File: src/sv/amrp_pkg.sv
// ----------------------------------------------------------------------------
// amrp_pkg: shared types and constants of the audio map record parser
// Holds the format codes, record phases, register indexes and the record
// layout used by the parser core, the output buffer and the top level.
// ----------------------------------------------------------------------------
package amrp_pkg;

    // Map formats held in the map_format register.
    localparam logic [2:0] FMT_FIVE  = 3'd0;
    localparam logic [2:0] FMT_SIX   = 3'd1;
    localparam logic [2:0] FMT_EIGHT = 3'd2;
    localparam logic [2:0] FMT_EARLY = 3'd3;
    localparam logic [2:0] FMT_LATE  = 3'd4;

    // Configuration register indexes (word address bits).
    localparam logic [1:0] REG_FORMAT   = 2'd0;
    localparam logic [1:0] REG_LENGTH   = 2'd1;
    localparam logic [1:0] REG_RESOURCE = 2'd2;

    localparam int unsigned PADDR_W = 4;

    // Record number that marks an entry to be dropped.
    localparam logic [15:0] DROP_NUMBER = 16'hffff;

    // Sequence flags: a sync word and a lip-sync word follow the delta.
    localparam int unsigned SEQ_SYNC_BIT = 31;
    localparam int unsigned SEQ_LIP_BIT  = 30;

    // Record phases.
    typedef enum logic [2:0] {
        PH_START  = 3'd0,
        PH_PREFIX = 3'd1,
        PH_BODY   = 3'd2,
        PH_SYNC   = 3'd3,
        PH_LIP    = 3'd4,
        PH_NEXT   = 3'd5
    } phase_t;

    // One decoded record, last field in the lowest bits.
    typedef struct packed {
        logic [15:0] entry_sync_size;
        logic [5:0]  entry_sequence;
        logic [7:0]  entry_condition;
        logic [7:0]  entry_verb;
        logic [7:0]  entry_noun;
        logic [31:0] entry_offset;
        logic [15:0] entry_number;
    } record_t;

    localparam int unsigned RECORD_W = $bits(record_t);
    localparam int unsigned TDATA_W  = ((RECORD_W + 7) / 8) * 8;

    // Status of the parser core, watched by the top level.
    typedef struct packed {
        phase_t phase;
        logic   stopped;
    } core_status_t;

    // Status of the output buffer.
    typedef struct packed {
        logic out_valid;
        logic skid_valid;
    } obuf_status_t;

    // Nominal record size of each format; a record starts only while more
    // bytes than this remain.
    function automatic logic [4:0] nominal_size(input logic [2:0] fmt);
        logic [4:0] size;
        begin
            case (fmt)
                FMT_FIVE:  size = 5'd5;
                FMT_SIX:   size = 5'd6;
                FMT_EIGHT: size = 5'd8;
                FMT_EARLY: size = 5'd10;
                default:   size = 5'd11;
            endcase
            return size;
        end
    endfunction

endpackage

File: src/sv/amrp_core.sv
// ----------------------------------------------------------------------------
// amrp_core: byte-at-a-time map parser
// Holds the field counter, assembly word and accumulators, and decodes one
// stream byte per accepted item into the next state and at most one record.
// ----------------------------------------------------------------------------
module amrp_core
    import amrp_pkg::*;
(
    input  logic         clk,
    input  logic         rst_n,
    input  logic         take,
    input  logic [7:0]   data_byte,
    input  logic         last_byte,
    input  logic [2:0]   map_format,
    input  logic [23:0]  map_length,
    input  logic [15:0]  resource_number,
    output logic         rec_valid,
    output record_t      rec,
    output core_status_t status
);

    logic [23:0] consumed_reg;
    logic [3:0]  fpos_reg;
    phase_t      phase_reg;
    logic [31:0] offset_reg;
    logic [31:0] asm_reg;
    logic [15:0] number_reg;
    logic [31:0] msg_reg;
    logic [15:0] sync_reg;
    logic        stopped_reg;

    logic [23:0] consumed_next;
    logic [3:0]  fpos_next;
    phase_t      phase_next;
    logic [31:0] offset_next;
    logic [31:0] asm_next;
    logic [15:0] number_next;
    logic [31:0] msg_next;
    logic [15:0] sync_next;
    logic        stopped_next;

    logic        length_spent;

    // No record may start once the bytes left no longer exceed the record size.
    assign length_spent = ({1'b0, map_length}) <=
                          ({1'b0, consumed_reg} + {20'd0, nominal_size(map_format)});

    // Decode of one byte.
    always_comb
    begin
        logic        go;
        logic        emit;
        logic        sync_map;
        logic [3:0]  p;
        logic [15:0] emit_number;
        logic [31:0] emit_offset;
        begin
            consumed_next = consumed_reg;
            fpos_next     = fpos_reg;
            phase_next    = phase_reg;
            offset_next   = offset_reg;
            asm_next      = asm_reg;
            number_next   = number_reg;
            msg_next      = msg_reg;
            sync_next     = sync_reg;
            stopped_next  = stopped_reg;
            go            = 1'b0;
            emit          = 1'b0;
            sync_map      = 1'b0;
            p             = fpos_reg;
            emit_number   = number_reg;
            emit_offset   = offset_reg;
            rec_valid     = 1'b0;
            rec           = '0;

            if (take && (map_format <= FMT_LATE) && !stopped_reg)
            begin
                go = 1'b1;
                if ((phase_reg == PH_START) && (map_format == FMT_LATE))
                begin
                    phase_next = PH_PREFIX;
                    fpos_next  = 4'd0;
                end
                if ((phase_next == PH_START) || (phase_next == PH_NEXT))
                begin
                    if (length_spent)
                    begin
                        stopped_next = 1'b1;
                        go           = 1'b0;
                    end
                    else
                    begin
                        phase_next = PH_BODY;
                        fpos_next  = 4'd0;
                    end
                end

                if (go)
                begin
                    asm_next  = {data_byte, asm_reg[31:8]};
                    p         = fpos_next;
                    fpos_next = p + 4'd1;

                    case (phase_next)
                        PH_PREFIX:
                        begin
                            if (p >= 4'd3)
                            begin
                                offset_next = asm_next;
                                phase_next  = PH_NEXT;
                                fpos_next   = 4'd0;
                            end
                        end
                        PH_SYNC:
                        begin
                            if (p >= 4'd1)
                            begin
                                sync_next = asm_next[31:16];
                                if (msg_reg[SEQ_LIP_BIT])
                                begin
                                    phase_next = PH_LIP;
                                    fpos_next  = 4'd0;
                                end
                                else
                                begin
                                    emit        = 1'b1;
                                    sync_map    = 1'b1;
                                    emit_number = resource_number;
                                end
                            end
                        end
                        PH_LIP:
                        begin
                            if (p >= 4'd1)
                            begin
                                sync_next   = sync_reg + asm_next[31:16];
                                emit        = 1'b1;
                                sync_map    = 1'b1;
                                emit_number = resource_number;
                            end
                        end
                        default:
                        begin
                            if ((map_format <= FMT_EIGHT) && (p == 4'd1))
                            begin
                                number_next = asm_next[31:16];
                            end
                            emit_number = number_next;
                            case (map_format)
                                FMT_FIVE:
                                begin
                                    if (p >= 4'd4)
                                    begin
                                        offset_next = offset_reg + {8'd0, asm_next[31:8]};
                                        emit_offset = offset_next;
                                        emit        = 1'b1;
                                    end
                                end
                                FMT_SIX:
                                begin
                                    // The absolute offset goes out as it is and
                                    // leaves the running offset alone.
                                    if (p >= 4'd5)
                                    begin
                                        emit_offset = asm_next;
                                        emit        = 1'b1;
                                    end
                                end
                                FMT_EIGHT:
                                begin
                                    if (p >= 4'd7)
                                    begin
                                        emit_offset = asm_next;
                                        emit        = 1'b1;
                                    end
                                end
                                FMT_EARLY:
                                begin
                                    if (p == 4'd3)
                                    begin
                                        msg_next = asm_next;
                                    end
                                    if (p == 4'd7)
                                    begin
                                        offset_next = asm_next;
                                    end
                                    if (p >= 4'd9)
                                    begin
                                        emit        = 1'b1;
                                        sync_map    = 1'b1;
                                        emit_number = resource_number;
                                    end
                                end
                                default:
                                begin
                                    if (p == 4'd3)
                                    begin
                                        msg_next = asm_next;
                                    end
                                    if (p >= 4'd6)
                                    begin
                                        offset_next = offset_reg + {8'd0, asm_next[31:8]};
                                        emit_offset = offset_next;
                                        sync_next   = 16'd0;
                                        fpos_next   = 4'd0;
                                        if (msg_next[SEQ_SYNC_BIT])
                                        begin
                                            phase_next = PH_SYNC;
                                        end
                                        else if (msg_next[SEQ_LIP_BIT])
                                        begin
                                            phase_next = PH_LIP;
                                        end
                                        else
                                        begin
                                            emit        = 1'b1;
                                            sync_map    = 1'b1;
                                            emit_number = resource_number;
                                        end
                                    end
                                end
                            endcase
                        end
                    endcase
                end
            end

            // A completed entry closes the record; the drop number is swallowed.
            if (emit)
            begin
                phase_next = PH_NEXT;
                fpos_next  = 4'd0;
                rec_valid  = (emit_number != DROP_NUMBER);
                rec.entry_number = emit_number;
                rec.entry_offset = emit_offset;
                if (sync_map)
                begin
                    rec.entry_noun      = msg_next[7:0];
                    rec.entry_verb      = msg_next[15:8];
                    rec.entry_condition = msg_next[23:16];
                    rec.entry_sequence  = msg_next[29:24];
                    if ((phase_reg == PH_BODY || phase_reg == PH_NEXT || phase_reg == PH_START)
                        && map_format == FMT_EARLY)
                    begin
                        // Early sync carries the sync word in the last two bytes.
                        rec.entry_sync_size = asm_next[31:16];
                    end
                    else
                    begin
                        rec.entry_sync_size = sync_next;
                    end
                end
            end

            if (take)
            begin
                if (consumed_reg != 24'hffffff)
                begin
                    consumed_next = consumed_reg + 24'd1;
                end
                if (last_byte)
                begin
                    consumed_next = 24'd0;
                    fpos_next     = 4'd0;
                    phase_next    = PH_START;
                    offset_next   = 32'd0;
                    asm_next      = 32'd0;
                    number_next   = 16'd0;
                    msg_next      = 32'd0;
                    sync_next     = 16'd0;
                    stopped_next  = 1'b0;
                end
            end
        end
    end

    // Parser state.
    always_ff @(posedge clk or negedge rst_n)
    begin
        if (!rst_n)
        begin
            consumed_reg <= 24'd0;
            fpos_reg     <= 4'd0;
            phase_reg    <= PH_START;
            offset_reg   <= 32'd0;
            asm_reg      <= 32'd0;
            number_reg   <= 16'd0;
            msg_reg      <= 32'd0;
            sync_reg     <= 16'd0;
            stopped_reg  <= 1'b0;
        end
        else
        begin
            consumed_reg <= consumed_next;
            fpos_reg     <= fpos_next;
            phase_reg    <= phase_next;
            offset_reg   <= offset_next;
            asm_reg      <= asm_next;
            number_reg   <= number_next;
            msg_reg      <= msg_next;
            sync_reg     <= sync_next;
            stopped_reg  <= stopped_next;
        end
    end

    assign status.phase   = phase_reg;
    assign status.stopped = stopped_reg;

endmodule

File: src/sv/amrp_obuf.sv
// ----------------------------------------------------------------------------
// amrp_obuf: two-place output register for decoded records
// An output register with a skid stage behind it, so the parser keeps
// taking bytes while a finished record waits to be taken.
// ----------------------------------------------------------------------------
module amrp_obuf
    import amrp_pkg::*;
(
    input  logic         clk,
    input  logic         rst_n,
    input  logic         push,
    input  record_t      push_rec,
    output logic         can_take,
    output logic         out_valid,
    input  logic         out_ready,
    output record_t      out_rec,
    output obuf_status_t status
);

    logic    out_valid_reg;
    logic    skid_valid_reg;
    record_t out_rec_reg;
    record_t skid_rec_reg;

    logic    out_valid_next;
    logic    skid_valid_next;
    record_t out_rec_next;
    record_t skid_rec_next;

    // Refill the output register from the skid stage first, then from the core.
    always_comb
    begin
        out_valid_next  = out_valid_reg;
        skid_valid_next = skid_valid_reg;
        out_rec_next    = out_rec_reg;
        skid_rec_next   = skid_rec_reg;
        if (!out_valid_reg || out_ready)
        begin
            if (skid_valid_reg)
            begin
                out_rec_next    = skid_rec_reg;
                out_valid_next  = 1'b1;
                skid_valid_next = push;
                skid_rec_next   = push_rec;
            end
            else
            begin
                out_rec_next   = push_rec;
                out_valid_next = push;
            end
        end
        else if (push)
        begin
            skid_rec_next   = push_rec;
            skid_valid_next = 1'b1;
        end
    end

    // Control flags.
    always_ff @(posedge clk or negedge rst_n)
    begin
        if (!rst_n)
        begin
            out_valid_reg  <= 1'b0;
            skid_valid_reg <= 1'b0;
        end
        else
        begin
            out_valid_reg  <= out_valid_next;
            skid_valid_reg <= skid_valid_next;
        end
    end

    // Record payload.
    always_ff @(posedge clk)
    begin
        out_rec_reg  <= out_rec_next;
        skid_rec_reg <= skid_rec_next;
    end

    assign can_take          = !skid_valid_reg;
    assign out_valid         = out_valid_reg;
    assign out_rec           = out_rec_reg;
    assign status.out_valid  = out_valid_reg;
    assign status.skid_valid = skid_valid_reg;

endmodule

File: src/sv/audio_map_record_parser_top.sv
// ----------------------------------------------------------------------------
// audio_map_record_parser_top: audio map record parser
// Decodes a little-endian audio map byte stream into one record per entry,
// with the map format, map length and resource number set over APB.
// ----------------------------------------------------------------------------
// The block takes one map byte in every cycle in which s_axis_tready is high
// and registers the record it completes, into the skid stage if the output
// stalls; each byte is decoded in one pass through the field counter and
// offset adder. Two record places (output register and skid stage) keep
// s_axis_tready high while one record waits; it drops only when both are
// full. The user writes configuration with the stream idle; not enforced.
module audio_map_record_parser_top
    import amrp_pkg::*;
(
    input  logic                clk,
    input  logic                rst_n,
    // APB configuration port
    input  logic                psel,
    input  logic                penable,
    input  logic                pwrite,
    input  logic [PADDR_W-1:0]  paddr,
    input  logic [31:0]         pwdata,
    output logic [31:0]         prdata,
    output logic                pready,
    // Map byte stream
    input  logic                s_axis_tvalid,
    output logic                s_axis_tready,
    input  logic [7:0]          s_axis_tdata,  // [7:0] data_byte
    input  logic                s_axis_tlast,  // last_byte
    // Decoded records
    output logic                m_axis_tvalid,
    input  logic                m_axis_tready,
    // [15:0] entry_number, [47:16] entry_offset, [55:48] entry_noun,
    // [63:56] entry_verb, [71:64] entry_condition, [77:72] entry_sequence,
    // [93:78] entry_sync_size, [95:94] zero
    output logic [TDATA_W-1:0]  m_axis_tdata
);

    logic [2:0]   format_reg;
    logic [23:0]  length_reg;
    logic [15:0]  resource_reg;

    logic         cfg_write;
    logic         take;
    logic         rec_valid;
    record_t      rec;
    record_t      out_rec;
    logic         can_take;
    core_status_t core_status;
    obuf_status_t obuf_status;

    // Configuration registers.
    assign pready    = 1'b1;
    assign cfg_write = psel && penable && pwrite && pready;

    always_ff @(posedge clk or negedge rst_n)
    begin
        if (!rst_n)
        begin
            format_reg   <= FMT_FIVE;
            length_reg   <= 24'd0;
            resource_reg <= 16'd0;
        end
        else if (cfg_write)
        begin
            unique case (paddr[3:2])
                REG_FORMAT:   format_reg   <= pwdata[2:0];
                REG_LENGTH:   length_reg   <= pwdata[23:0];
                REG_RESOURCE: resource_reg <= pwdata[15:0];
                default:      ;
            endcase
        end
    end

    // Register read-back.
    always_comb
    begin
        unique case (paddr[3:2])
            REG_FORMAT:   prdata = {29'd0, format_reg};
            REG_LENGTH:   prdata = {8'd0, length_reg};
            REG_RESOURCE: prdata = {16'd0, resource_reg};
            default:      prdata = 32'd0;
        endcase
    end

    assign s_axis_tready = can_take;
    assign take          = s_axis_tvalid && can_take;

    amrp_core u_core (
        .clk             (clk),
        .rst_n           (rst_n),
        .take            (take),
        .data_byte       (s_axis_tdata),
        .last_byte       (s_axis_tlast),
        .map_format      (format_reg),
        .map_length      (length_reg),
        .resource_number (resource_reg),
        .rec_valid       (rec_valid),
        .rec             (rec),
        .status          (core_status)
    );

    amrp_obuf u_obuf (
        .clk       (clk),
        .rst_n     (rst_n),
        .push      (rec_valid),
        .push_rec  (rec),
        .can_take  (can_take),
        .out_valid (m_axis_tvalid),
        .out_ready (m_axis_tready),
        .out_rec   (out_rec),
        .status    (obuf_status)
    );

    assign m_axis_tdata = {{(TDATA_W - RECORD_W){1'b0}}, out_rec};

    // The skid stage is only ever occupied behind a full output register.
    a_skid_behind_out: assert property (@(posedge clk) disable iff (!rst_n)
        obuf_status.skid_valid |-> obuf_status.out_valid)
        else $error("skid stage holds a record while the output is empty");

    // A record made while the output is stalled lands in the skid stage.
    a_push_into_skid: assert property (@(posedge clk) disable iff (!rst_n)
        (rec_valid && obuf_status.out_valid && !m_axis_tready) |=> obuf_status.skid_valid)
        else $error("record lost while the output was stalled");

    // The last byte of a stream returns the parser to its start.
    a_last_restarts: assert property (@(posedge clk) disable iff (!rst_n)
        (take && s_axis_tlast) |=> (core_status.phase == PH_START && !core_status.stopped))
        else $error("parser did not restart after the last byte");

    // Unknown formats never produce a record.
    a_unknown_format: assert property (@(posedge clk) disable iff (!rst_n)
        (format_reg > FMT_LATE) |-> !rec_valid)
        else $error("record made under an unknown format");

endmodule
File: config.mk
export PLATFORM = sky130hd
export DESIGN_NAME = audio_map_record_parser_top
export DESIGN_NICKNAME = d
export VERILOG_FILES = /design/src/sv/amrp_pkg.sv /design/src/sv/amrp_core.sv /design/src/sv/amrp_obuf.sv /design/src/sv/audio_map_record_parser_top.sv
export SDC_FILE = /design/constraint.sdc
export NUM_CORES = 1
export LEC_CHECK = 0
export BUFFER_PORTS_ARGS = -buffer_cell sky130_fd_sc_hd__clkbuf_2
export CAP_MARGIN = 20
export CORE_ASPECT_RATIO = 0.8
export CORE_UTILIZATION = 55
export CTS_CLUSTER_SIZE = 8
export DETAILED_ROUTE_END_ITERATION = 8
export PLACE_DENSITY_LB_ADDON = 0.1
export SYNTH_ARGS = -nofsm -noshare
export SYNTH_HDL_FRONTEND = slang
export SYNTH_HIERARCHICAL = 1
export SYNTH_SLANG_ARGS = --single-unit
File: constraint.sdc
create_clock -name clk -period 7.7 [get_ports clk]
set_clock_uncertainty 0.1 [all_clocks]
set_input_delay 0.77 -clock clk [delete_from_list [all_inputs] [get_ports clk]]
set_output_delay 0.77 -clock clk [all_outputs]
set_load 0.05 [all_outputs]
Word level (Yosys, flattened, before mapping)
Cells that the tools add are included.
Word-level totals
  flip-flop bits (word level): 393
  word-level logic and storage cells: 224
Operators by class
  add/subtract/negate cells: 5
  $lt $le $gt $ge: 10
  eq/ne operators: 18
  multiplexer cells: 132
  reductions and logical operators: 31
Operator list (count)
  32-bit 2-to-1 mux: 27
  94-bit 2-to-1 mux: 5
  16-bit 2-to-1 mux: 24
  32-bit case mux with 2 select lines: 2
  32-bit case mux with 4 select lines: 1
  16-bit case mux with 3 select lines: 2
  32-bit case mux with 3 select lines: 1
  24-bit case mux with 3 select lines: 1
  4-bit 2-to-1 mux: 14
  3-bit 2-to-1 mux: 17
  24-bit 2-to-1 mux: 2
  46-bit 2-to-1 mux: 1
  32-bit by 24-bit adder with 32-bit output: 1
  16-bit case mux with 2 select lines: 1
  1-bit 2-to-1 mux: 27
  24-bit by 4-bit adder with 25-bit output: 1
  24-bit by 25-bit <= comparator with 1-bit output: 1
  24-bit by 1-bit adder with 24-bit output, second input constant: 1
  24-bit inequality test, second input constant: 1
  16-bit adder: 1
  4-bit by 3-bit greater-or-equal comparator with 1-bit output, second input constant: 4
  16-bit inequality test, second input constant: 1
  4-bit case mux with 4 select lines: 1
  3-bit by 2-bit == test with 1-bit output, second input constant: 4
  29 further kinds: 55

Logic depth before layout (Yosys ltp)
Gate-level depths: netlist of run 1.
  depth in word-level cells: 26
  gate-level depth with buffers: 34
  mapped depth without buffers: 31

Hierarchy
The synthesis of run 1 kept the hierarchy.
Modules (own cells, without submodules)
  amrp_core: times used 1, cells each 1732, area an instance 13665.6 um2, seq. area each 3803.6 um2
  amrp_obuf: times used 1, cells each 303, area an instance 6955.4 um2, seq. area each 5695.5 um2
  audio_map_record_parser_top: times used 1, cells each 145, area an instance 2033.2 um2, seq. area each 1076.0 um2

Worst setup path after synthesis of run 1
No wires, ideal clock.
  kind: register to register
  start: register format_reg[1]
  end: register u_obuf/skid_rec_reg[0] (netlist name) (enable)
  setup time: 413 ps
  arrival: 7450 ps
  path slack: -263 ps
  stages on the path, launching flop included: 32
  path buffers: 3
  period minus slack after synthesis: 7963 ps
  path through: dfrtp_1 > or2_1 > clkbuf_1 > nand2_1 > ha_1 > inv_1 > fa_1 > nand2b_1 > a21oi_1 > nand3_1 > or3_1 > xor2_1 > ha_1 > nand4_1 > nor4_1 > o21ai_1 > a21oi_1 > nor2_1 > nand2_1 > inv_1 > ha_1 > clkbuf_1 > nand4_1 > a21oi_1 > a2111oi_2 > o21ai_2 > a41o_2 > buf_6 > a222oi_1 > nor4_1 > a41oi_1 > mux2_2
Between the ends
  longest elaborated chain between the ends: 25
Ends and longest elaborated chain
  start, declared: line audio_map_record_parser_top.sv:39  | logic [2:0] format_reg;
  start signal, assigned: line audio_map_record_parser_top.sv:67  | REG_FORMAT: format_reg <= pwdata[2:0];
  branches (longest 22 deep; another with 24-bit by 4-bit adder with 25-bit output)
  1-bit 2-to-1 mux (*): line amrp_core.sv:229  | if (emit)
  via rec_valid: line audio_map_record_parser_top.sv:45  | logic rec_valid;
  2-bit nonzero test (no line) (*)
  2-bit AND reduction (no line) (*)
  end signal, assigned: line amrp_obuf.sv:78  | skid_rec_reg <= skid_rec_next;
  end, declared: line amrp_obuf.sv:23  | record_t skid_rec_reg;
Mark *: on every way through the listed nets, which the timed path passes. The select of a mux whose other input is x is not followed.
A chain may end at the register's enable or synchronous reset.

Final worst setup path of run 1
  start: register format_reg[1]
  end: register u_obuf/skid_rec_reg[8] (netlist name) (enable)
Same word-level chain as after synthesis.

==> results of run 1 <==
-- routing by layer --
layer,up-vias,GRT usage,share of wire
met5,-,0,0
met4,0,0.1141,0.027
met3,132,0.06870,0.11
met2,1073,0.4483,0.42
met1,9247,0.4971,0.44
li1,8380,-,-
-- worst max-delay path by stage --
stage,endpoint,slack [ns]
final,u_obuf/skid_rec_reg[8]$_DFFE_PP_,0.34
after detailed placement,u_obuf/skid_rec_reg[11]$_DFFE_PP_,0.16
after global routing,u_obuf/skid_rec_reg[51]$_DFFE_PP_,-0.05
after global placement,u_obuf/skid_rec_reg[11]$_DFFE_PP_,0.27
after floorplan,u_obuf/skid_rec_reg[0]$_DFFE_PP_,0.25
after CTS,u_obuf/skid_rec_reg[8]$_DFFE_PP_,0.10
-- power groups by stage --
stage | Clock [uW] | Combinational [uW] | Sequential, uW
6_report | 2220 | 2910 | 2750
5_1_grt | 2340 | 3090 | 2770
4_1_cts | 2250 | 2820 | 2740
3_5_place_dp | 0 | 2800 | 2770
3_3_place_gp | 0 | 2760 | 2760
2_1_floorplan | 0 | 1770 | 2930
-- area by class of cell --
cell class / instances / area [um2] / share of cell area
multi-input combinational: 1586 / 11240 / 0.4369
sequential: 385 / 10580 / 0.4111
timing repair buffer: 240 / 1500 / 0.05829
clock buffer: 91 / 1490 / 0.05790
tap: 544 / 680.7 / 0.02645
inverter: 45 / 171.4 / 0.006661
clock inverter: 4 / 63.81 / 0.002479
antenna: 2 / 5.005 / 0.0001945
-- stage by stage --
stage	utilization	setup WS (ns)	setup TNS [ns]	hold slack, ns	std cells
after floorplan	-	0.2504	0	0.3744	2186
after global placement	0.5901	0.2696	0	0.4041	2789
after detailed placement	0.5901	0.1626	0	0.4159	2789
after CTS	0.6283	0.1005	0	0.1473	2884
after global routing	0.6334	-0.04583	-2.085	0.1485	2896
final	0.6334	0.3410	0	0.1092	2897
-- repair_timing --
action | 4_1_cts | 5_1_grt
setup endpoints to repair | 0 | 94
setup buffers | 0 | 7
resized for setup | 0 | 10
==> out/results.txt, run 1 <==
Syn_area_per_cell: 10.40 um2
First-pass GRT wire length: 104600 um
Final setup viols: 0
Critical path's top delay family: compound AO/OA/AOI/OAI gates
Fin crit period: 7.359 ns
Iteration-0 DRC Markers: 2557
Comb pwr share: 0.369
CTS tree: done
Crit end category: flip-flop
Die Area: 41970 um2
Clock buffer depth: 3
Startpoint Class: flip-flop
Worst r2r dst: u_obuf/skid_rec_reg[8]$_DFFE_PP_
Worst r2r src: format_reg[1]$_DFFE_PN0P_
Worst setup path start: format_reg[1]$_DFFE_PN0P_
Fillers: 3348
Synthesized area: 22630 um2
Routed WL per cell: 24.13 um
Worst r2r path cells: 31
Reg2reg setup slack: 0.34 ns
Switching Share: 0.4037
Max rail drop VDD: 0.2072 mV
Syn-to-layout area delta: 13.72%
FMAX: 0.1359 GHz
Leakage: 0.01067 uW
# Max-Cap Violations: 0
Gr ovfl total: 0
Pre-antenna DRT Iters: 9
Final hold violation count: 0
Slew headroom: 0.2373
Vias in the first global route: 17280
Clk sink count: 385
Kind of critical path: flip-flop to flip-flop
Critical path depth: 31
Mapped Cells: 2177
Final wirelength: 69900 um
Worst-path fanout max: 19
Drc violations: 1
Total power: 7881 uW
Seq pwr share: 0.349
Skew-Pair Late Insertion Delay: 0.61 ns
Synth Warn #: 6
Largest net degree at the start of global routing: 84
Ratio of cells with drive above 1 in the final layout: 0.2127
Area of placed instances: 23970 um2
GPL Wtd Cong: 0.9514
Largest stage delay, worst path: 0.43 ns
Commonest non-fill, non-tap cell in the layout: nor2_1
Vias post-DR: 18830
Final Max Slew Viols: 0
ANT nets after route: 0
Post-detail-place hpwl: 45560 um
Root buffer cell: clkbuf_16
I/O pin count: 183
CTS Buf Count: 54
Hold WC Path Type: primary input to asynchronous set/reset pin
Chip width: 228.8 um
Crit path required time: 7.89 ns
WP data arrival: 7.55 ns
Failing checks: DRC
Clock power frac: 0.282
GR Util All Layers: 0.3241
Final Instance Area: 25740 um2
Commonest cells after routing, fill and taps aside: nor2_1, nand2_1, dfrtp_1, edfxtp_1, clkbuf_2
Slowest CP cell: fa_1
Initial antenna violation count: 2
Die H: 183.4 um
Hold_buf cts: 0
Final period util: 0.9557
FP Rows: 66
P per Cell Area: 306.2 nW/um2
Vias per cell: 6.501
Fin nets: 2438
Tightest Pin Transition: 1.144 ns
CTS H-tree depth: 2
Buf/Inv on CP: 5
Cell Int Power: 4699 uW
Outcome: complete, but fails checks
PortBufs: 161
Initial core utilization: 0.5570
Clock Pin Slew Worst Setup and Hold Paths: 0.06 ns
Psw: 3182 uW
Core Region: 40630 um2
(Power assumes the default switching activity.)
==> run 2, diff against run 1 <==
--- a/config.mk
+++ b/config.mk
@@ -14,5 +14,4 @@
 export PLACE_DENSITY_LB_ADDON = 0.1
 export SYNTH_ARGS = -nofsm -noshare
 export SYNTH_HDL_FRONTEND = slang
-export SYNTH_HIERARCHICAL = 1
 export SYNTH_SLANG_ARGS = --single-unit
==> run 2 against run 1 <==
  * The run ends with setup timing left
  * Wire length up 2.2%
  * Maximum frequency down 5.2%
  * Register-to-register slack lost 0.40 ns
  * First-iteration DRC count fell by 8.1%
  * Global-route usage rose by 1.3 points
  * Sequential cell count unchanged
  * Sequential share of layout area shrank 0.51 points
  * Count of clock-buffer cells in the layout is 5 higher
  * Cell count rose by 3.6%
  * Largest cell class unchanged
  * Largest power group is now registers
==> out/results.txt, run 2 <==
Vias per cell: 6.426
Chip width: 225.8 um
Antenna diodes: 0
ANT nets after route: 0
Final Instance Area: 26060 um2
Largest stage delay, worst path: 0.63 ns
Multi-input logic area: 11130 um2
Fillers: 3126
P per Cell Area: 290.9 nW/um2
Worst-path fanout max: 6
Root buffer cell: clkbuf_16
Initial antenna violation count: 1
Slowest CP cell: or4_4
Leakage: 0.01177 uW
Die Area: 40870 um2
Share of the synthesized area in the top cell type: 0.2562
Reg area: 10580 um2
FMAX: 0.1289 GHz
Slew headroom: 0.08778
Die H: 181.0 um
Post-synth top area cell: edfxtp_1
Syn-to-layout area delta: 18.29%
Clock Pin Slew Worst Setup and Hold Paths: 0.06 ns
Post-synth ARST share: 0.5117
GRT met2 Usage: 0.4745
Met3 usage in global routing: 0.09611
Hold_buf cts: 0
Hold WC Path Type: primary input to asynchronous set/reset pin
Post-synthesis sequential area ratio: 0.4800
Iteration-0 DRC Markers: 2350
I/O pin count: 183
Drc violations: 0
GR Util met1: 0.5004
Final setup viols: 76
Clk sink count: 385
Fin crit period: 7.759 ns
First-pass GRT wire length: 105800 um
CTS tree: done
Failing checks: setup timing
Final Max Slew Viols: 0
Cell Int Power: 4624 uW
Core Region: 39440 um2
Synth top area cells: edfxtp_1, dfrtp_1, nand2_1, nor2_1, ha_1
Final wirelength: 71440 um
GR Util All Layers: 0.3368
Final Util: 0.6607
Synth Warn #: 0
Number of synthesized flops with an enable pin: 188
WP data arrival: 8.00 ns
Synth Register Bits: 385
Fin nets: 2547
Mapped Cells: 2247
Kind of critical path: flip-flop to flip-flop
Max rail drop VDD: 0.1782 mV
CTS Buf Count: 54
Largest net degree at the start of global routing: 94
Vias in the first global route: 18000
Switching Share: 0.3901
Synthesized area: 22030 um2
GRT busiest layer: met1
Comb pwr share: 0.344
Total power: 7582 uW
Unrepaired setup endpoints after global routing: yes
PortBufs: 161
GPL Wtd Cong: 0.9680
FP Rows: 65
Vias post-DR: 19280
Crit path required time: 7.94 ns
Outcome: complete, but fails checks
Pre-antenna DRT Iters: 6
Synth top cells by count: nand2_1, nor2_1, dfrtp_1
Startpoint Class: flip-flop
Layout Cells excl Fill: 3000
Clock power frac: 0.297
Psw: 2958 uW
Commonest non-fill, non-tap cell in the layout: nand2_1
Dpl cells: 2858
Final period util: 1.008
Post-detail-place hpwl: 45450 um
Post-synth cell types: 79
Most common cell in the netlist: nand2_1
Tightest Pin Transition: 1.359 ns
Most frequent CP cell: nor2_4
Final hold violation count: 0
Syn_area_per_cell: 9.805 um2
Initial core utilization: 0.5586
CTS H-tree depth: 2
Ratio of cells with drive above 1 in the final layout: 0.1883
Clock buffer depth: 3
Area of placed instances: 23680 um2
Final Worst Setup Slack: -0.05914 ns
Routed WL per cell: 23.81 um
Gr ovfl total: 0
Commonest cells after routing, fill and taps aside: nand2_1, nor2_1, dfrtp_1, edfxtp_1, clkbuf_2
Skew-Pair Late Insertion Delay: 0.60 ns
# Max-Cap Violations: 0
Seq pwr share: 0.359
Crit end category: flip-flop
Commonest register cell after synthesis: dfrtp_1
-- run 2: area by class of cell --
class | instances | area share
inverter | 28 | 0.004033
multi-input combinational | 1671 | 0.4271
clock inverter | 3 | 0.003072
timing repair buffer | 281 | 0.07537
sequential | 385 | 0.4060
clock buffer | 96 | 0.05867
tap | 536 | 0.02573
-- run 2: critical path: cells and delay by family (launching register included) --
family	cells	cell delay (ns)
xor gates and xnor gates	1	0.07
DFF	1	0.40
adders and majority gates	4	0.93
AOI/OAI and AO/OA	10	1.67
buffers and inverters	5	0.69
and+or+nand+nor	16	3.60
-- run 2: cell families (layout without fill, tap and decap cells) --
kind of cell / after synthesis / after routing / share of synthesized area
buffers and inverters: 202 / 408 / 0.03697
xor gates and xnor gates: 79 / 79 / 0.03140
adders and majority gates: 75 / 75 / 0.04356
other: 2 / 11 / 0.0003409
and+or+nand+nor: 723 / 723 / 0.1478
DFF: 385 / 385 / 0.4800
muxes: 100 / 100 / 0.04776
AOI/OAI and AO/OA: 681 / 683 / 0.2122
-- run 2: metrics by stage --
step | TNS [ns] | hold WS [ns] | worst slack [ns]
after floorplan | -541.26 | 0.3744 | -5.758
after global placement | 0 | 0.3975 | 0.04238
after detailed placement | -9.745 | 0.4036 | -0.1333
after CTS | 0 | 0.2173 | 0.005592
after global routing | -24.35 | 0.2186 | -0.2868
final | -2.552 | 0.1493 | -0.05914
-- run 2: power by group through the flow --
stage               sequential (uW)  combinational, uW  clock [uW]
CTS                            2700               2430        2280
detailed placement             2730               2400           0
global route                   2740               2810        2360
floorplan                      2600               1710           0
finish                         2720               2610        2250
global placement               2720               2350           0
-- run 2: what timing repair did --
item,CTS,global route
pin swaps,1,32
cloned,0,15
setup endpoints to repair,94,96
resized for setup,5,54
setup buffers,1,26
-- run 2: path summary, 6_finish.rpt --
path                                              startpoint                                  end  slack (ns)  cells after the start
max                                format_reg[1]$_DFFE_PN0P_    u_obuf.skid_rec_reg[37]$_DFFE_PP_       -0.06                     36
min                                                    rst_n  u_core.consumed_reg[16]$_DFFE_PN0P_        0.15                      1
max reg2reg                        format_reg[1]$_DFFE_PN0P_    u_obuf.skid_rec_reg[37]$_DFFE_PP_       -0.06                     36
min reg2reg                u_obuf.skid_rec_reg[56]$_DFFE_PP_         u_obuf.out_rec[56]$_DFFE_PP_        0.42                      1
max in group asynchronous                              rst_n    u_obuf.skid_valid_reg$_DFFE_PN0P_        5.81                      2
min in group clk                                  pwdata[18]           length_reg[18]$_DFFE_PN0P_        0.31                      2
-- run 2: per-layer routing --
metal | vias to the layer above | part of all wire
met1 | 9473 | 0.45
li1 | 8656 | -
met5 | - | 0
met3 | 143 | 0.10
met2 | 1005 | 0.42
met4 | 0 | 0.023
